$ cat config.mk
export PLATFORM = sky130hd
export DESIGN_NAME = penalty_param_update
export DESIGN_NICKNAME = d
export VERILOG_FILES = /design/src/design/ppu_pkg.sv /design/src/design/penalty_param_update.sv /design/src/design/ppu_mul.sv /design/src/design/ppu_store.sv
export SDC_FILE = /design/constraint.sdc
export NUM_CORES = 2
export LEC_CHECK = 0
export ABC_AREA = 1
export BUFFER_PORTS_ARGS = -buffer_cell sky130_fd_sc_hd__buf_2
export CAP_MARGIN = 10
export CORE_UTILIZATION = 45
export DETAILED_ROUTE_END_ITERATION = 12
export GPL_ROUTABILITY_DRIVEN = 0
export HOLD_SLACK_MARGIN = 0.08
export PLACE_DENSITY = 0.69
export SYNTH_ARGS = -nofsm -noshare
export SYNTH_HDL_FRONTEND = slang
export SYNTH_HIERARCHICAL = 1
export SYNTH_SLANG_ARGS = --single-unit
export TNS_END_PERCENT = 20
$ cat constraint.sdc
create_clock -name clk -period 14.25 [get_ports clk]
set_clock_uncertainty 0.2 [all_clocks]
set_input_delay 1.425 -clock clk [delete_from_list [all_inputs] [get_ports clk]]
set_output_delay 1.425 -clock clk [all_outputs]
set_load 0.1 [all_outputs]
$ cat src/design/ppu_pkg.sv
// Shared types and constants for the penalty weight update block.
`timescale 1ns / 1ps

package ppu_pkg;

    // Configuration register indexes.
    localparam logic [2:0] CFG_WEIGHT_FLOOR     = 3'd0;
    localparam logic [2:0] CFG_RATIO_TO_MAX     = 3'd1;
    localparam logic [2:0] CFG_GROWTH_FACTOR    = 3'd2;
    localparam logic [2:0] CFG_NEAR_THRESHOLD   = 3'd3;
    localparam logic [2:0] CFG_CONSTRAINT_COUNT = 3'd4;

    // One in Q0.16 with the integer bit, and the width of the shared multiplier.
    localparam logic [16:0] ONE_Q16 = 17'h10000;
    localparam int MUL_A_W = 17;
    localparam int MUL_B_W = 32;
    localparam int MUL_P_W = MUL_A_W + MUL_B_W;

    typedef struct packed {
        logic signed [31:0] multiplier;
        logic [31:0]        opt_error;
        logic               external_set;
        logic [31:0]        external_value;
        logic               final_element;
    } ppu_in_t;

    typedef struct packed {
        logic [31:0] weight;
        logic [5:0]  weight_index;
        logic [31:0] largest_weight;
        logic        near_mode;
        logic        run_end;
    } ppu_out_t;

    typedef struct packed {
        logic rd_en;
        logic wr_en;
    } ppu_mem_ctl_t;

endpackage

$ cat src/design/penalty_param_update.sv
// Top level of the penalty weight update block: sequencer, registers and output stage.
`timescale 1ns / 1ps
//
// Each input transfer carries one Lagrange multiplier and updates the stored
// penalty weight at the next constraint index of the current run. The input
// channel (in_valid/in_stall) takes one transfer, then holds in_stall high
// while the item is worked: a read of the weight memory, one pass through the
// shared multiplier for the growth term, and a write back.
// On an item marked final_element the block uses the same multiplier once more
// for the ratio floor and then walks the weights of the run, one memory read
// and one write back per weight; a final item skipped by a matching external
// weight ends the run with no walk. Results leave through an output register
// (out_valid/out_stall); a stalled result holds and the walk waits on it. After
// the last result is loaded the block accepts the next item while that result
// still waits. Configuration writes (cfg_valid/cfg_ready) are always taken and
// should be made only while the block is idle. Reset returns the control and
// configuration registers to their reset values and clears the mode and the
// stored weights at once; no sweep of the memory is needed.
//

module penalty_param_update #(
    parameter int MAX_CONSTRAINTS = 64
) (
    input  logic              clk,
    input  logic              rst_n,
    input  logic              in_valid,
    output logic              in_stall,
    input  ppu_pkg::ppu_in_t  in_item,
    output logic              out_valid,
    input  logic              out_stall,
    output ppu_pkg::ppu_out_t out_item,
    input  logic              cfg_valid,
    output logic              cfg_ready,
    input  logic [2:0]        cfg_index,
    input  logic [31:0]       cfg_data
);
    import ppu_pkg::*;

    localparam int AW = (MAX_CONSTRAINTS > 1) ? $clog2(MAX_CONSTRAINTS) : 1;
    localparam int CW = $clog2(MAX_CONSTRAINTS + 1);

    localparam logic [2:0] S_IDLE = 3'd0;
    localparam logic [2:0] S_MUL  = 3'd1;
    localparam logic [2:0] S_UPD  = 3'd2;
    localparam logic [2:0] S_FIN  = 3'd3;
    localparam logic [2:0] S_WRD  = 3'd4;
    localparam logic [2:0] S_WEM  = 3'd5;

    // Configuration registers.
    logic [31:0] floor_reg;
    logic [16:0] ratio_reg;
    logic [15:0] growth_reg;
    logic [31:0] thresh_reg;
    logic [6:0]  ccount_reg;

    logic [2:0]    state_reg, state_next;
    logic [31:0]   mag_reg, mag_next;
    logic [31:0]   kkt_reg, kkt_next;
    logic          skip_reg, skip_next;
    logic          final_reg, final_next;
    logic          near_reg, near_next;
    logic [31:0]   prev_max_reg, prev_max_next;
    logic [31:0]   run_max_reg, run_max_next;
    logic [CW-1:0] count_reg, count_next;
    logic [CW-1:0] walk_reg, walk_next;
    logic          out_valid_reg, out_valid_next;
    ppu_out_t      out_item_reg, out_item_next;

    logic          in_fire;
    logic [CW-1:0] eff_count;
    logic [CW-1:0] run_len;
    logic          in_range;
    logic          walk_last;
    logic          out_free;

    logic [MUL_A_W-1:0] mul_a;
    logic [MUL_B_W-1:0] mul_b;
    logic               mul_en;
    logic [MUL_P_W-1:0] mul_prod;

    ppu_mem_ctl_t mem_ctl;
    logic [AW-1:0] mem_addr;
    logic [31:0]   mem_wdata;
    logic [31:0]   mem_rdata;

    logic [31:0] grown;
    logic [33:0] avg_sum;
    logic [31:0] base_w;
    logic [31:0] upd_w;
    logic [31:0] ratio_floor;
    logic [31:0] walk_w;
    logic [16:0] ratio_eff;

    assign cfg_ready = 1'b1;
    assign in_stall  = (state_reg != S_IDLE);
    assign in_fire   = in_valid && !in_stall;
    assign out_valid = out_valid_reg;
    assign out_item  = out_item_reg;
    assign out_free  = !out_valid_reg || !out_stall;

    always_comb
    begin
        if (ccount_reg == 7'd0)
        begin
            eff_count = CW'(1);
        end
        else if (ccount_reg > 7'(MAX_CONSTRAINTS))
        begin
            eff_count = CW'(MAX_CONSTRAINTS);
        end
        else
        begin
            eff_count = CW'(ccount_reg);
        end
    end

    assign in_range  = (count_reg < eff_count);
    assign run_len   = (count_reg < eff_count) ? count_reg : eff_count;
    assign walk_last = (walk_reg == CW'(run_len - CW'(1)));
    assign ratio_eff = (ratio_reg > ONE_Q16) ? ONE_Q16 : ratio_reg;

    // The shared multiplier serves the growth term and later the ratio floor.
    assign mul_en = (state_reg == S_MUL) || (state_reg == S_FIN);
    assign mul_a  = (state_reg == S_FIN) ? ratio_eff : (ONE_Q16 + {1'b0, growth_reg});
    assign mul_b  = (state_reg == S_FIN) ? run_max_reg : mag_reg;

    ppu_mul u_mul (
        .clk  (clk),
        .en   (mul_en),
        .a    (mul_a),
        .b    (mul_b),
        .prod (mul_prod)
    );

    assign grown       = mul_prod[MUL_P_W-1] ? 32'hFFFF_FFFF : mul_prod[47:16];
    assign ratio_floor = mul_prod[47:16];

    // Truncated average (3*old + |m|) / 4; the sum never exceeds 34 bits.
    assign avg_sum = {2'b00, mem_rdata} + {1'b0, mem_rdata, 1'b0} + {2'b00, mag_reg};

    always_comb
    begin
        base_w = near_reg ? mem_rdata : avg_sum[33:2];
        upd_w  = (base_w > grown) ? base_w : grown;
        if (floor_reg > upd_w)
        begin
            upd_w = floor_reg;
        end
        if (skip_reg)
        begin
            upd_w = mem_rdata;
        end
        walk_w = (mem_rdata > ratio_floor) ? mem_rdata : ratio_floor;
    end

    always_comb
    begin
        mem_ctl.rd_en = in_fire || (state_reg == S_WRD);
        mem_ctl.wr_en = ((state_reg == S_UPD) && in_range && !skip_reg)
                     || ((state_reg == S_WEM) && out_free);
        mem_addr  = ((state_reg == S_WRD) || (state_reg == S_WEM))
                  ? walk_reg[AW-1:0] : count_reg[AW-1:0];
        mem_wdata = (state_reg == S_WEM) ? walk_w : upd_w;
    end

    ppu_store #(
        .DEPTH (MAX_CONSTRAINTS),
        .AW    (AW)
    ) u_store (
        .clk   (clk),
        .rst_n (rst_n),
        .ctl   (mem_ctl),
        .addr  (mem_addr),
        .wdata (mem_wdata),
        .rdata (mem_rdata)
    );

    always_comb
    begin
        state_next     = state_reg;
        mag_next       = mag_reg;
        kkt_next       = kkt_reg;
        skip_next      = skip_reg;
        final_next     = final_reg;
        near_next      = near_reg;
        prev_max_next  = prev_max_reg;
        run_max_next   = run_max_reg;
        count_next     = count_reg;
        walk_next      = walk_reg;
        out_valid_next = out_valid_reg;
        out_item_next  = out_item_reg;

        if (out_valid_reg && !out_stall)
        begin
            out_valid_next = 1'b0;
        end

        case (state_reg)
            S_IDLE:
            begin
                if (in_fire)
                begin
                    mag_next   = in_item.multiplier[31] ? (32'd0 - in_item.multiplier)
                                                        : in_item.multiplier;
                    kkt_next   = in_item.opt_error;
                    skip_next  = in_item.external_set
                              && (in_item.external_value == prev_max_reg);
                    final_next = in_item.final_element;
                    state_next = S_MUL;
                end
            end
            S_MUL:
            begin
                state_next = S_UPD;
            end
            S_UPD:
            begin
                if (in_range)
                begin
                    run_max_next = (run_max_reg > upd_w) ? run_max_reg : upd_w;
                    count_next   = count_reg + CW'(1);
                end
                state_next = final_reg ? S_FIN : S_IDLE;
            end
            S_FIN:
            begin
                walk_next = '0;
                if (skip_reg)
                begin
                    count_next   = '0;
                    run_max_next = '0;
                    state_next   = S_IDLE;
                end
                else
                begin
                    if (kkt_reg <= thresh_reg)
                    begin
                        near_next = 1'b1;
                    end
                    state_next = S_WRD;
                end
            end
            S_WRD:
            begin
                state_next = S_WEM;
            end
            S_WEM:
            begin
                if (out_free)
                begin
                    out_valid_next               = 1'b1;
                    out_item_next.weight         = walk_w;
                    out_item_next.weight_index   = 6'(walk_reg[AW-1:0]);
                    out_item_next.largest_weight = run_max_reg;
                    out_item_next.near_mode      = near_reg;
                    out_item_next.run_end        = walk_last;
                    if (walk_last)
                    begin
                        prev_max_next = run_max_reg;
                        run_max_next  = '0;
                        count_next    = '0;
                        state_next    = S_IDLE;
                    end
                    else
                    begin
                        walk_next  = walk_reg + CW'(1);
                        state_next = S_WRD;
                    end
                end
            end
            default:
            begin
                state_next = S_IDLE;
            end
        endcase
    end

    always_ff @(posedge clk or negedge rst_n)
    begin
        if (!rst_n)
        begin
            state_reg     <= S_IDLE;
            near_reg      <= 1'b0;
            prev_max_reg  <= '0;
            run_max_reg   <= '0;
            count_reg     <= '0;
            walk_reg      <= '0;
            out_valid_reg <= 1'b0;
            skip_reg      <= 1'b0;
            final_reg     <= 1'b0;
            floor_reg     <= '0;
            ratio_reg     <= '0;
            growth_reg    <= '0;
            thresh_reg    <= '0;
            ccount_reg    <= 7'd64;
        end
        else
        begin
            state_reg     <= state_next;
            near_reg      <= near_next;
            prev_max_reg  <= prev_max_next;
            run_max_reg   <= run_max_next;
            count_reg     <= count_next;
            walk_reg      <= walk_next;
            out_valid_reg <= out_valid_next;
            skip_reg      <= skip_next;
            final_reg     <= final_next;
            if (cfg_valid && cfg_ready)
            begin
                case (cfg_index)
                    CFG_WEIGHT_FLOOR:     floor_reg  <= cfg_data;
                    CFG_RATIO_TO_MAX:     ratio_reg  <= cfg_data[16:0];
                    CFG_GROWTH_FACTOR:    growth_reg <= cfg_data[15:0];
                    CFG_NEAR_THRESHOLD:   thresh_reg <= cfg_data;
                    CFG_CONSTRAINT_COUNT: ccount_reg <= cfg_data[6:0];
                    default:              ;
                endcase
            end
        end
    end

    always_ff @(posedge clk)
    begin
        mag_reg      <= mag_next;
        kkt_reg      <= kkt_next;
        out_item_reg <= out_item_next;
    end

endmodule

$ cat src/design/ppu_mul.sv
// Shared 17 x 32 unsigned multiplier with a registered product.
`timescale 1ns / 1ps

module ppu_mul (
    input  logic                         clk,
    input  logic                         en,
    input  logic [ppu_pkg::MUL_A_W-1:0]  a,
    input  logic [ppu_pkg::MUL_B_W-1:0]  b,
    output logic [ppu_pkg::MUL_P_W-1:0]  prod
);
    import ppu_pkg::*;

    logic [MUL_P_W-1:0] prod_reg;

    always_ff @(posedge clk)
    begin
        if (en)
        begin
            prod_reg <= MUL_P_W'(a) * MUL_P_W'(b);
        end
    end

    assign prod = prod_reg;

endmodule

$ cat src/design/ppu_store.sv
// Penalty weight memory with one shared port and per-entry valid bits.
`timescale 1ns / 1ps

module ppu_store #(
    parameter int DEPTH = 64,
    parameter int AW    = 6
) (
    input  logic                  clk,
    input  logic                  rst_n,
    input  ppu_pkg::ppu_mem_ctl_t ctl,
    input  logic [AW-1:0]         addr,
    input  logic [31:0]           wdata,
    output logic [31:0]           rdata
);
    import ppu_pkg::*;

    logic [31:0]      mem [DEPTH];
    logic [DEPTH-1:0] valid_reg;
    logic [31:0]      rd_data_reg;
    logic             rd_valid_reg;

    always_ff @(posedge clk)
    begin
        if (ctl.wr_en)
        begin
            mem[addr] <= wdata;
        end
        if (ctl.rd_en)
        begin
            rd_data_reg <= mem[addr];
        end
    end

    // Entries never written since reset read as zero.
    always_ff @(posedge clk or negedge rst_n)
    begin
        if (!rst_n)
        begin
            valid_reg    <= '0;
            rd_valid_reg <= 1'b0;
        end
        else
        begin
            if (ctl.wr_en)
            begin
                valid_reg[addr] <= 1'b1;
            end
            if (ctl.rd_en)
            begin
                rd_valid_reg <= valid_reg[addr];
            end
        end
    end

    assign rdata = rd_valid_reg ? rd_data_reg : 32'd0;

endmodule

* Word level (Yosys, flattened, before mapping)
Memory sizes are Yosys's and may differ from the RTL's. A register that Yosys moved wholly into a read port is not among the register bits.
Index checks and enable logic that the tools add are counted.
** Storage, ports and cells
- Flip-flop bits (word level) :: 439
- RAM bits :: 2048
- Input bits :: 138
- Output and inout port bits :: 75
- Logic and storage cells :: 144
- Memories kept :: 1
** Cells by class
- $add $sub $neg :: 7
- Multiply operators :: 1
- $lt $le $gt $ge :: 10
- Eq/ne operators :: 18
- Mux-type cells :: 45
- Bitwise operators :: 2
- Reduce and logical (&&, ||, !) cells :: 35
** Memories
- u_store.mem :: words 64, bits a word 32, rd ports 1, clocked after Yosys merged registers in 1, write ports 1, RTL line ppu_store.sv:17 : logic [31:0] mem [DEPTH];
** Operator list (count)
- 32-bit two-way mux :: 14
- 32-bit greater-than comparator :: 4
- 32-bit case mux with 3 select lines :: 1
- 64-bit OR :: 1
- 7-bit two-way mux :: 9
- 17-bit by 32-bit multiplier with 49-bit output :: 1
- 32-bit by 33-bit adder with 34-bit output :: 1
- 34-bit by 32-bit adder with 34-bit output :: 1
- 17-bit two-way mux :: 2
- 32-bit equality test :: 1
- 32-bit <= comparator :: 1
- 1-bit by 32-bit subtractor with 32-bit output, first input constant :: 1
- 31-bit two-way mux :: 1
- 7-bit case mux with 3 select lines :: 1
- 3-bit case mux with 6 select lines :: 1
- 17-bit by 16-bit adder with 17-bit output, first input constant :: 1
- 17-bit greater-than comparator, second input constant :: 1
- 2-bit AND reduction :: 8
- 7-bit by 1-bit adder with 7-bit output, second input constant :: 2
- 2-bit inequality test, second input constant :: 7
- 7-bit case mux with 2 select lines :: 1
- 3-bit by 2-bit equality test with 1-bit output, second input constant :: 4
- 3-bit two-way mux :: 4
- 3-bit equality test, second input constant :: 3
- other kinds (23) :: 47

* Longest topological paths before layout
- Word-level depth :: 13
- Depth in mapped cells :: 74
- Mapped depth without buffers :: 70

* By module
The synthesis kept the hierarchy.
** By module, submodules not included
- ppu_store :: instances 1, cells each 7031, area an instance 85065.3 sq um, sequential area each 64086.5 sq um
- penalty_param_update :: instances 1, cells each 2729, area an instance 22038.6 sq um, sequential area each 8814.7 sq um
- ppu_mul :: instances 1, cells each 2740, area an instance 20395.8 sq um, sequential area each 1471.4 sq um

* Worst setup path after synthesis
OpenSTA, ideal clock, no wires.
- Kind :: reg-to-reg
- Start :: register u_store.rd_valid_reg
- End :: memory u_store.mem[0][21] (data pin)
- Data arrival time :: 9.969 ns
- Slack :: 3.379 ns
- Cell stages (with the launch flop) :: 55
- Cells stage by stage :: dfrtp_1 -> clkbuf_1 -> clkbuf_1 -> nand2_1 -> inv_1 -> fa_1 -> nand3_1 -> inv_1 -> fa_1 -> nand3_1 -> nand2_1 -> nand2_1 -> nand2_1 -> a21oi_2 -> o21ai_2 -> a21boi_1 -> o21ai_2 -> a21boi_1 -> [19 not listed] -> clkinv_1 -> clkbuf_1 -> nand3_1 -> nand2_1 -> inv_1 -> ha_1 -> nand2_1 -> or4_1 -> nor4_1 -> nand2_1 -> nand2_2 -> nand2_4 -> inv_2 -> clkbuf_1 -> nand2_1 -> o211ai_1 -> o21ai_0 -> o21ai_0
** On the way
- Cells in the longest elaborated chain, start to end :: 10
- Elaborated cells on any way between the ends :: 12
** Ends and longest elaborated chain
- start: declaration :: RTL line ppu_store.sv:20 : logic rd_valid_reg;
- start signal: assignment :: RTL line ppu_store.sv:50 : rd_valid_reg <= valid_reg[addr];
- 32-bit two-way mux * :: RTL line ppu_store.sv:55 : assign rdata = rd_valid_reg ? rd_data_reg : 32'd0;
- named net mem_rdata[1] :: RTL line penalty_param_update.sv:84 : logic [31:0] mem_rdata;
- 32-bit by 33-bit adder with 34-bit output :: RTL line penalty_param_update.sv:139 : assign avg_sum = {2'b00, mem_rdata} + {1'b0, mem_rdata, 1'b0} + {2'b00, mag_reg};
- 34-bit by 32-bit adder with 34-bit output :: RTL line penalty_param_update.sv:139
- 32-bit two-way mux :: RTL line penalty_param_update.sv:143 : base_w = near_reg ? mem_rdata : avg_sum[33:2];
- 32-bit greater-than comparator :: RTL line penalty_param_update.sv:144 : upd_w = (base_w > grown) ? base_w : grown;
- 32-bit two-way mux :: RTL line penalty_param_update.sv:144
- 32-bit greater-than comparator :: RTL line penalty_param_update.sv:145 : if (floor_reg > upd_w)
- 32-bit two-way mux :: RTL line penalty_param_update.sv:145
- 32-bit two-way mux :: RTL line penalty_param_update.sv:149 : if (skip_reg)
- 32-bit two-way mux * :: RTL line penalty_param_update.sv:163 : mem_wdata = (state_reg == S_WEM) ? walk_w : upd_w;
- named net mem_wdata[21] :: RTL line penalty_param_update.sv:83 : logic [31:0] mem_wdata;
- end: declaration :: RTL line ppu_store.sv:17
The timed path passes the listed nets; every way through them passes the cells marked *.

* Final worst setup path
- Start :: register u_store.rd_valid_reg
- End :: register run_max_reg[7]
** On the way
- Cells in the longest elaborated chain, start to end :: 12
- Elaborated cells on any way between the ends :: 15
** Ends and longest elaborated chain
- 32-bit two-way mux * :: RTL line ppu_store.sv:55
- named net mem_rdata[5] :: RTL line penalty_param_update.sv:84
- 32-bit by 33-bit adder with 34-bit output :: RTL line penalty_param_update.sv:139
- 34-bit by 32-bit adder with 34-bit output :: RTL line penalty_param_update.sv:139
- 32-bit two-way mux :: RTL line penalty_param_update.sv:143
- 32-bit greater-than comparator :: RTL line penalty_param_update.sv:144
- 32-bit two-way mux :: RTL line penalty_param_update.sv:144
- 32-bit greater-than comparator :: RTL line penalty_param_update.sv:145
- 32-bit two-way mux :: RTL line penalty_param_update.sv:145
- 32-bit two-way mux * :: RTL line penalty_param_update.sv:149
- 32-bit greater-than comparator / 32-bit two-way mux (equally long branches) :: RTL line penalty_param_update.sv:220 : run_max_next = (run_max_reg > upd_w) ? run_max_reg : upd_w;
- 2-bit inequality test (no source line) / 32-bit two-way mux (equally long branches)
- 6-bit AND reduction (no source line) / 32-bit case mux with 3 select lines (equally long branches)
- end signal: assignment :: RTL line penalty_param_update.sv:302 : run_max_reg <= run_max_next;
- end: declaration :: RTL line penalty_param_update.sv:63 : logic [31:0] run_max_reg, run_max_next;
The timed path passes the listed nets; every way through them passes the cells marked *. The select of a mux whose other input is x is not followed.
A chain may end at the register's enable or synchronous reset.

==> results.json <==
{
  "pin_count": 213,
  "worstMarginPinSlew_ps": 1310,
  "slew_headroom": 0.122,
  "antenna_found_initial": 42,
  "fin_nets": 13500,
  "startpoint_type": "flip-flop",
  "row_count": 194,
  "postRouteAntennaNets": 0,
  "grt_pass1_vias": 86800,
  "post_cts_buffers": 0,
  "syn_inst": 12500,
  "avgSynthCellArea_um2": 10.2,
  "cts_tree": "yes",
  "reg2reg_depth": 55,
  "max_cap_viol_count": 0,
  "area_growth_pct": 11.0,
  "postRouteWirelength_um": 396000,
  "min_delay_path_depth": 2,
  "cts_num_sinks": 2503,
  "reg2reg_slack_ps": 1940,
  "critPathMaxFanout": 45,
  "hold_path_class": "reg -> reg",
  "fin_crit_sh": 0.864,
  "yosysWarningCount": 6,
  "grt_usage": 0.274,
  "root_buffer": "clkbuf_16",
  "grt_max_degree": 158,
  "worstPathRequired_ps": 14850,
  "cpMaxStageDelayCell": "dfrtp_1",
  "mostFrequentLayoutCell": "nand2_1",
  "tns_ps": 0,
  "start_util": 0.453,
  "largest_reg_flops": 2048,
  "status": "finished, final reports clean",
  "path_common_cell": "nand2_1",
  "worstSetupPathType": "reg -> reg",
  "hold_buffers": 0,
  "worst_path_largest_cell_delay_ps": 790,
  "post-route-min-period_ps": 12310,
  "grt_pass1_wl_um": 575000,
  "max_freq_mhz": 81.2,
  "cts_max_level": 4,
  "clock_latency_ps": 940,
  "grt_overflow": 0,
  "drv_slew": 0,
  "cts_buffers": 245,
  "dp_hpwl_um": 249000,
  "setup_violations": 0,
  "viasPerCell": 5.60,
  "synth.cell_area_mm2": 0.127,
  "cts-resized-gates": 0,
  "cp-end-kind": "flip-flop",
  "die_height_um": 533,
  "die_w_um": 533,
  "core_area_mm2": 0.280,
  "dr.pass1.iters": 11,
  "dieArea_mm2": 0.284,
  "wire_per_inst_um": 23.9,
  "drc": 0,
  "final_hold_viol_count": 0,
  "final_cell_mix": "4435 x nand2_1, 2249 x edfxtp_1, 1356 x inv_1, 693 x a21oi_1, 481 x fa_1",
  "clkSlewWorstSetupHoldPaths_ps": 70,
  "portBuffers": 211,
  "drt_iter0_drc": 12300,
  "drive_above_1_share": 0.0883,
  "rsz0062_at_grt": "no",
  "via_count": 92500,
  "crit_arrival_ps": 12920,
  "synth_nets": 13400,
  "ctsLongestPathBuffers": 4
}
routing by layer:
layer	up-vias	share of wire	wire length, um	GRT usage
met2	5678	0.44	174000	0.418
met3	907	0.13	52200	0.0631
met4	26	0.048	18900	0.116
met1	44900	0.38	151000	0.376
met5	-	0.00046	182	0
li1	41000	-	-	-
final timing paths:
kind	start	to
worst max-delay path	u_store/rd_valid_reg	run_max_reg[7]
worst min register to register	u_store/valid_reg[36]	u_store/valid_reg[36]
min in group asynchronous	rst_n	count_reg[4]
max in group asynchronous	rst_n	u_store/valid_reg[31]
worst max register to register	u_store/rd_valid_reg	run_max_reg[7]
worst min-delay path	u_store/valid_reg[36]	u_store/valid_reg[36]
cell type report:
type                            count  area, um^2
Fill cell                       24500      139000
Sequential cell                  2503       73900
Multi-Input combinational cell   7998       46200
Clock buffer                      286        6380
Inverter                         1389        5250
Tap cell                         3724        4660
Timing Repair Buffer              446        3000
Clock inverter                    159        1490
Antenna cell                       19        47.5
metrics by stage:
stage	hold slack, ps	setup WS (ps)	cell area [um^2]	std cells	utilization
6_report	259	1940	141000	16500	0.503
5_1_grt	275	1120	141000	16500	0.503
4_1_cts	258	2270	141000	16500	0.503
3_5_place_dp	244	2230	133000	16100	0.475
3_3_place_gp	236	2370	133000	16100	0.475
2_1_floorplan	223	3380	127000	12500	-
worst max-delay path: cells and delay by family, from the launching register on:
kind                       cells  cell delay, ps
AOI/OAI and AO/OA             15            3090
and+or+nand+nor               27            4220
buffers and inverters          8            2070
DFF                            1             790
adders and majority gates      5            1810
Power is not shown: default switching activity piles up to over one toggle a cycle in this logic, so the estimate is an artifact.
